<file path="config.mk">
export PLATFORM = sky130hd
export DESIGN_NAME = pdm_sinc_decimator_core
export DESIGN_NICKNAME = d
export VERILOG_FILES = /design/src/design/pdmsd_pkg.sv /design/src/design/pdmsd_lane.sv /design/src/design/pdmsd_merge.sv /design/src/design/pdm_sinc_decimator_core.sv
export SDC_FILE = /design/constraint.sdc
export NUM_CORES = 1
export LEC_CHECK = 0
export BUFFER_PORTS_ARGS = -buffer_cell sky130_fd_sc_hd__buf_2
export CAP_MARGIN = 30
export CORE_MARGIN = 5
export CORE_UTILIZATION = 45
export CTS_CLUSTER_SIZE = 20
export DETAILED_ROUTE_END_ITERATION = 10
export RECOVER_POWER = 50
export SLEW_MARGIN = 25
export SYNTH_ARGS = -nofsm -noshare
export SYNTH_HDL_FRONTEND = slang
export SYNTH_SLANG_ARGS = --single-unit
</file>
<file path="constraint.sdc">
create_clock -name clk -period 6.9 [get_ports clk]
set_input_delay 0 -clock clk [delete_from_list [all_inputs] [get_ports clk]]
set_output_delay 0 -clock clk [all_outputs]
set_load 0.02 [all_outputs]
</file>
<file path="src/design/pdmsd_pkg.sv">
// Shared types, constants and the 64-tap windowed-sinc coefficient table
// for the PDM decimator. No dependencies.
package pdmsd_pkg;

  localparam int TAPS               = 64;
  localparam int LANES              = 16;
  localparam int OUT_BUFFER_SAMPLES = 256;
  localparam int WORDS_PER_GROUP    = TAPS / LANES;
  localparam int WIDX_W             = $clog2(WORDS_PER_GROUP);
  localparam int LANE_W             = $clog2(LANES);
  localparam int TAP_W              = $clog2(TAPS);
  localparam int FILL_W             = (OUT_BUFFER_SAMPLES > 1) ?
                                      $clog2(OUT_BUFFER_SAMPLES) : 1;
  localparam int COEFF_W            = 12;
  localparam int ACC_W              = 16;
  localparam int DISC_W             = 8;

  localparam logic [WIDX_W-1:0] LAST_WORD   = WIDX_W'(WORDS_PER_GROUP - 1);
  localparam logic [FILL_W-1:0] LAST_FILL   = FILL_W'(OUT_BUFFER_SAMPLES - 1);
  localparam logic [ACC_W-1:0]  PCM_OFFSET  = ACC_W'(1 << 15);

  typedef logic [COEFF_W-1:0] coeff_t;
  typedef coeff_t [LANES-1:0] lane_vec_t;

  typedef struct packed {
    logic [15:0] pdm_word;
    logic        restart;
  } in_word_t;

  typedef struct packed {
    logic signed [15:0] pcm_sample;
    logic               buffer_last;
  } out_word_t;

  localparam coeff_t COEFF_TABLE [TAPS] = '{
    12'd0,    12'd2,    12'd9,    12'd21,   12'd39,   12'd63,   12'd94,   12'd132,
    12'd179,  12'd236,  12'd302,  12'd379,  12'd467,  12'd565,  12'd674,  12'd792,
    12'd920,  12'd1055, 12'd1196, 12'd1341, 12'd1487, 12'd1633, 12'd1776, 12'd1913,
    12'd2042, 12'd2159, 12'd2263, 12'd2352, 12'd2422, 12'd2474, 12'd2506, 12'd2516,
    12'd2506, 12'd2474, 12'd2422, 12'd2352, 12'd2263, 12'd2159, 12'd2042, 12'd1913,
    12'd1776, 12'd1633, 12'd1487, 12'd1341, 12'd1196, 12'd1055, 12'd920,  12'd792,
    12'd674,  12'd565,  12'd467,  12'd379,  12'd302,  12'd236,  12'd179,  12'd132,
    12'd94,   12'd63,   12'd39,   12'd21,   12'd9,    12'd2,    12'd0,    12'd0
  };

endpackage

</file>
<file path="src/design/pdmsd_lane.sv">
// One filter lane: picks the coefficient of its tap and gates it by the PDM bit.
// Depends on pdmsd_pkg.
module pdmsd_lane (
  input  logic                            pdm_bit,
  input  logic [pdmsd_pkg::WIDX_W-1:0]    word_idx,
  input  logic [pdmsd_pkg::LANE_W-1:0]    lane_idx,
  output pdmsd_pkg::coeff_t               gated
);
  import pdmsd_pkg::*;

  logic [TAP_W-1:0] tap;

  assign tap   = {word_idx, lane_idx};
  assign gated = pdm_bit ? COEFF_TABLE[tap] : '0;

endmodule

</file>
<file path="src/design/pdmsd_merge.sv">
// Merge stage: adder tree over all lane outputs plus the running sum.
// Depends on pdmsd_pkg.
module pdmsd_merge (
  input  pdmsd_pkg::lane_vec_t            lanes,
  input  logic [pdmsd_pkg::ACC_W-1:0]     acc_base,
  output logic [pdmsd_pkg::ACC_W-1:0]     sum
);
  import pdmsd_pkg::*;

  logic [ACC_W-1:0] l1 [8];
  logic [ACC_W-1:0] l2 [4];
  logic [ACC_W-1:0] l3 [2];

  always_comb begin
    for (int i = 0; i < 8; i++) begin
      l1[i] = ACC_W'(lanes[2*i]) + ACC_W'(lanes[2*i+1]);
    end
    for (int i = 0; i < 4; i++) begin
      l2[i] = l1[2*i] + l1[2*i+1];
    end
    for (int i = 0; i < 2; i++) begin
      l3[i] = l2[2*i] + l2[2*i+1];
    end
    sum = acc_base + l3[0] + l3[1];
  end

endmodule

</file>
<file path="src/design/pdm_sinc_decimator_core.sv">
// Top level of the PDM to PCM decimator (decimation by 64, windowed sinc).
// Depends on pdmsd_pkg, pdmsd_lane and pdmsd_merge.
//
// Usage:
//   in_*   : one 16-bit PDM word per handshake, oldest bit in bit 0, plus a
//            restart flag that opens a new capture before the word is used.
//   out_*  : one signed PCM word for every fourth input word, except in
//            discarded buffers; buffer_last marks each output buffer end.
//   cfg_*  : write of discard_buffers; sampled only when restart is seen.
// Output: the PCM word appears in the cycle after the fourth input word.
// Throughput: one input word per cycle while in_ready is high. Sixteen
//   lanes gate their taps in parallel and one adder tree folds them into
//   the accumulator, so a word is fully absorbed in the cycle it is accepted.
// Stall: the result sits in a single output register. Input words that do
//   not finish a delivered sample are always taken; only a word that would
//   produce a sample waits while the previous sample is still unread.
// Reset: synchronous, active low; clears accumulator, word index, fill count,
//   discard count, configured discard value and output valid; payload not reset.
module pdm_sinc_decimator_core (
  input  logic                   clk,
  input  logic                   rst_n,
  input  logic                   in_valid,
  output logic                   in_ready,
  input  pdmsd_pkg::in_word_t    in_data,
  output logic                   out_valid,
  input  logic                   out_ready,
  output pdmsd_pkg::out_word_t   out_data,
  input  logic                   cfg_valid,
  output logic                   cfg_ready,
  input  logic [7:0]             cfg_data
);
  import pdmsd_pkg::*;

  logic [ACC_W-1:0]  acc_r,  acc_nxt;
  logic [WIDX_W-1:0] widx_r, widx_nxt;
  logic [FILL_W-1:0] fill_r, fill_nxt;
  logic [DISC_W-1:0] disc_left_r, disc_left_nxt;
  logic [DISC_W-1:0] disc_cfg_r;
  logic              out_valid_r, out_valid_nxt;
  out_word_t         out_data_r,  out_data_nxt;

  // State as seen after a possible restart of this word
  logic [ACC_W-1:0]  acc_eff;
  logic [WIDX_W-1:0] widx_eff;
  logic [FILL_W-1:0] fill_eff;
  logic [DISC_W-1:0] disc_eff;

  lane_vec_t         lane_out;
  logic [ACC_W-1:0]  sum;
  logic              in_fire;
  logic              group_end;
  logic              emit;
  logic              buf_last;

  assign acc_eff  = in_data.restart ? '0 : acc_r;
  assign widx_eff = in_data.restart ? '0 : widx_r;
  assign fill_eff = in_data.restart ? '0 : fill_r;
  assign disc_eff = in_data.restart ? disc_cfg_r : disc_left_r;

  // Lanes: one per bit of the PDM word
  for (genvar g = 0; g < LANES; g++) begin : g_lane
    pdmsd_lane u_lane (
      .pdm_bit  (in_data.pdm_word[g]),
      .word_idx (widx_eff),
      .lane_idx (LANE_W'(g)),
      .gated    (lane_out[g])
    );
  end

  pdmsd_merge u_merge (
    .lanes    (lane_out),
    .acc_base (acc_eff),
    .sum      (sum)
  );

  assign group_end = (widx_eff == LAST_WORD);
  assign emit      = group_end && (disc_eff == '0);
  assign buf_last  = (fill_eff == LAST_FILL);

  // Only a sample-producing word has to wait for the output register
  assign in_ready  = !out_valid_r || out_ready || !emit;
  assign in_fire   = in_valid && in_ready;
  assign cfg_ready = 1'b1;

  always_comb begin
    acc_nxt       = acc_r;
    widx_nxt      = widx_r;
    fill_nxt      = fill_r;
    disc_left_nxt = disc_left_r;
    out_valid_nxt = out_valid_r && !out_ready;
    out_data_nxt  = out_data_r;
    if (in_fire) begin
      fill_nxt      = fill_eff;
      disc_left_nxt = disc_eff;
      if (!group_end) begin
        acc_nxt  = sum;
        widx_nxt = widx_eff + WIDX_W'(1);
      end else begin
        acc_nxt  = '0;
        widx_nxt = '0;
        if (emit) begin
          out_valid_nxt           = 1'b1;
          out_data_nxt.pcm_sample = $signed(sum - PCM_OFFSET);
          out_data_nxt.buffer_last = buf_last;
        end
        if (buf_last) begin
          fill_nxt = '0;
          if (disc_eff != '0) begin
            disc_left_nxt = disc_eff - DISC_W'(1);
          end
        end else begin
          fill_nxt = fill_eff + FILL_W'(1);
        end
      end
    end
  end

  always_ff @(posedge clk) begin
    if (!rst_n) begin
      acc_r       <= '0;
      widx_r      <= '0;
      fill_r      <= '0;
      disc_left_r <= '0;
      disc_cfg_r  <= '0;
      out_valid_r <= 1'b0;
    end else begin
      acc_r       <= acc_nxt;
      widx_r      <= widx_nxt;
      fill_r      <= fill_nxt;
      disc_left_r <= disc_left_nxt;
      out_valid_r <= out_valid_nxt;
      if (cfg_valid && cfg_ready) begin
        disc_cfg_r <= cfg_data;
      end
    end
  end

  // Payload register, no reset needed
  always_ff @(posedge clk) begin
    out_data_r <= out_data_nxt;
  end

  assign out_valid = out_valid_r;
  assign out_data  = out_data_r;

endmodule
</file>
==> out/qor.csv <==
stage,metric,value,unit
floorplanning,I/O Pins,50,
floorplanning,effective utilization at floorplan,45.6,%
timing,Max Clk Rate,150,MHz
cells_and_area,cell area after layout,0.0110,mm^2
cts,Max clock buf depth,2,
critical_path,Crit path arrival time,6870,ps
cells_and_area,footprint of the multi-input gates,0.00784,mm^2
route,post-route antenna net violation count,0,
synth,post-synth net total,1400,
cts,number of CTS-inserted buffers,9,
worst_hold_path,Worst Hold Depth,3,
route,routed length per instance,18.1,um
run_status,failing checks,"capacitance limit, slew limit",
critical_path,Crit Path Max Fanout,5,
synth,Synth cell types,88,
timing,minimum clock period,6650,ps
critical_path,CP endpoint kind,flip-flop,
route,Routed WL,27500,um
timing,worst-margin pin slew,1650,ps
cells_and_area,Area Overhead vs Synth,10.6,%
floorplanning,core area,0.0218,mm^2
timing,Final Max Tran Viols,34,
route,drt first-iter violations,733,
critical_path,Setup crit end,acc_r[11],
route,vias per inst,5.60,
critical_path,Max stage delay on crit path,560,ps
run_status,status,"complete, but fails checks",
route,DR DRC count,0,
placement,GP Congestion,0.954,
floorplanning,Die Y,159,um
critical_path,CP Launch Type,flip-flop,
cts,clk slew on worst S/H paths,60,ps
cts,clock sinks,60,
global_route,initial antenna violation count,0,
cells_and_area,layout cells sized above 1,9.86,%
timing,PnR worst setup slack,253,ps
global_route,GRT Resource Usage Total,22.0,%
synth,synthesized cell area,0.00994,mm^2
critical_path,"Top cell by count, worst path",fa_1,
timing,skew final,8.12,ps
critical_path,worst path required time,7120,ps
synth,post-synthesis sequential area ratio,13.8,%
timing,Setup Viol. Count Final,0,
power,pwr dens,481,mW/mm^2
placement,pre-CTS WS,165,ps
floorplanning,Die Wd,159,um
global_route,gr ovfl total,0,
flow_run,max_cap viols,1,
timing,final critical-path share of the clock period,96.3,%
floorplanning,die area,0.0252,mm^2
critical_path,Worst path slowest cell,fa_1,
power,Leak Pwr,5.06,nW
synth,ys async rst share,0,%
cts,root buffer cell,clkbuf_16,
critical_path,Top delay family on crit path,adder cells,
global_route,largest net degree at the start of global routing,52,
critical_path,Crit path depth,27,
cts,worst-skew pair later-pin latency,330,ps
critical_path,critical path type,flip-flop to flip-flop,
route,drt first pass iters,6,
cells_and_area,"Core Util, Final",50.4,%
global_route,vias in the first global route,8250,
worst_hold_path,Hold Path Class,input port to flip-flop,
critical_path,worst reg2reg path depth,27,
critical_path,CP Buf/Inv Count,6,
cts,# H-tree levels,3,
placement,# port buffers,48,
critical_path,register-to-register setup slack,250,ps
synth,Post-synth EDFFs,17,
placement,area post-placement,0.0105,mm^2
route,via count,8492,
synth,syn avg cell area,8.42,um^2
power,VDD IR max,0.000536,V
critical_path,reg2reg end,acc_r[11],
synth,Synth Flop Type,dfxtp_1,
synth,#FFs+latches synth,60,
cells_and_area,fill count,2134,
cells_and_area,n_diodes,0,
cells_and_area,register area,0.00137,mm^2
critical_path,critical register-to-register path startpoint,widx_r[0],
global_route,first-pass GRT wire length,43600,um
floorplanning,cell row count,54,
critical_path,CP startpoint,widx_r[0],
timing,final hold vios,0,
placement,Detail Placement HPWL,22000,um
power,Tot Pwr,5.29,mW
synth,Synth Instances,1181,
synth,Ys Warns,0,
timing,max_slew headroom,-9.76,%
cells_and_area,nets,1451,
cts,CTS tree,built,
[registers in the layout (all words and copies together), names as in the netlist]
register / flops
acc_r: 16
disc_cfg_r: 8
disc_left_r: 8
fill_r: 8
out_data: 17
out_valid: 1
widx_r: 2
[how the worst min path moves through the flow]
| stage | from | to | slack [ps] |
|---|---|---|---|
| after detailed placement | cfg_data[6] | disc_cfg_r[6] | 270 |
| final | out_ready | out_valid | 30 |
| after global routing | out_ready | out_valid | 50 |
| after global placement | cfg_data[1] | disc_cfg_r[1] | 260 |
| after floorplan | cfg_data[0] | disc_cfg_r[0] | 170 |
| after CTS | out_ready | out_valid | 20 |
[final cells by class]
cell class	instances	share of cell area, %
Multi-Input combinational cell	913	71.3
Clock inverter	3	0.171
Clock buffer	13	2.56
Tap cell	280	3.19
Inverter	159	5.43
Sequential cell	60	12.5
Timing Repair Buffer	89	4.90
[tightest hold or removal path, cell delays in order]
cell and delay, ps:
buf_2 70, nor2b_1 50, o21a_1 180
[logic make-up after synthesis]
family          after synthesis  synth area share [%]
mux                          17                  1.71
simple gates                380                  20.6
fa+ha+maj                   191                  31.0
compound gates              249                  17.8
xor+xnor                     75                  6.61
other cells                   1                0.0377
buf+inv                     208                  8.47
flops                        60                  13.8
[placed cells by master (no fill, tap or decap), types with 41 or more instances in the layout]
cell type | netlist | routed
dfxtp_1 | 43 | 43
and2_1 | 55 | 54
o21ai_0 | 43 | 41
nor2_1 | 60 | 60
nor2b_1 | 68 | 68
a21oi_1 | 55 | 49
inv_1 | 155 | 155
nand2_1 | 83 | 83
fa_1 | 93 | 93
ha_1 | 96 | 90
xnor2_1 | 48 | 48
[repair_timing]
item,4_1_cts,5_1_grt
resized for setup,0,28
buffers inserted,0,1
endpoints found under the hold margin,8,0
hold buffers,8,0
setup endpoints to repair,0,12
[synth_stat cells, types with 7 or more instances]
master	count	area [um^2]
edfxtp_1	17	510
nand4_1	8	50.1
and2_1	55	344
dfxtp_1	43	861
nand2b_1	10	62.6
nand2_1	83	312
a21boi_1	10	75.1
a31oi_1	8	50.1
and3_1	11	68.8
nor3_1	25	125
a21oi_1	55	275
buf_4	8	60.1
nor2b_1	68	425
a21boi_0	8	60.1
xnor2_1	48	420
nor2_1	60	225
inv_1	155	582
fa_1	93	1860
mux2i_1	17	170
ha_1	96	1200
clkbuf_1	29	109
a21o_1	15	113
nand3_1	23	115
o21ai_0	43	215
o31ai_1	7	52.6
xor2_1	27	236
[per-layer routing]
layer	vias up	share of wire [%]	wire (um)	track usage (%)
met2	254	47	12900	36.3
li1	4114	-	-	-
met1	4067	45	12400	30.5
met4	0	3.3	918	7.07
met5	-	0	0	0
met3	57	4.8	1320	2.12
[through the flow]
step | hold WS, ps | TNS, ps | instances
after floorplan | 170 | 0 | 1181
after global placement | 260 | 0 | 1491
after detailed placement | 265 | 0 | 1491
after CTS | 20.3 | 0 | 1515
after global routing | 45.6 | -64.2 | 1517
final | 30.8 | 0 | 1517
[where the power goes]
part / internal, mW / leakage [nW] / switching (mW)
clock network: 0.284 / 0.151 / 0.168
logic: 1.68 / 4.40 / 2.56
registers: 0.583 / 0.507 / 0.0173
No activity file was read; power rests on OpenSTA's default activity.
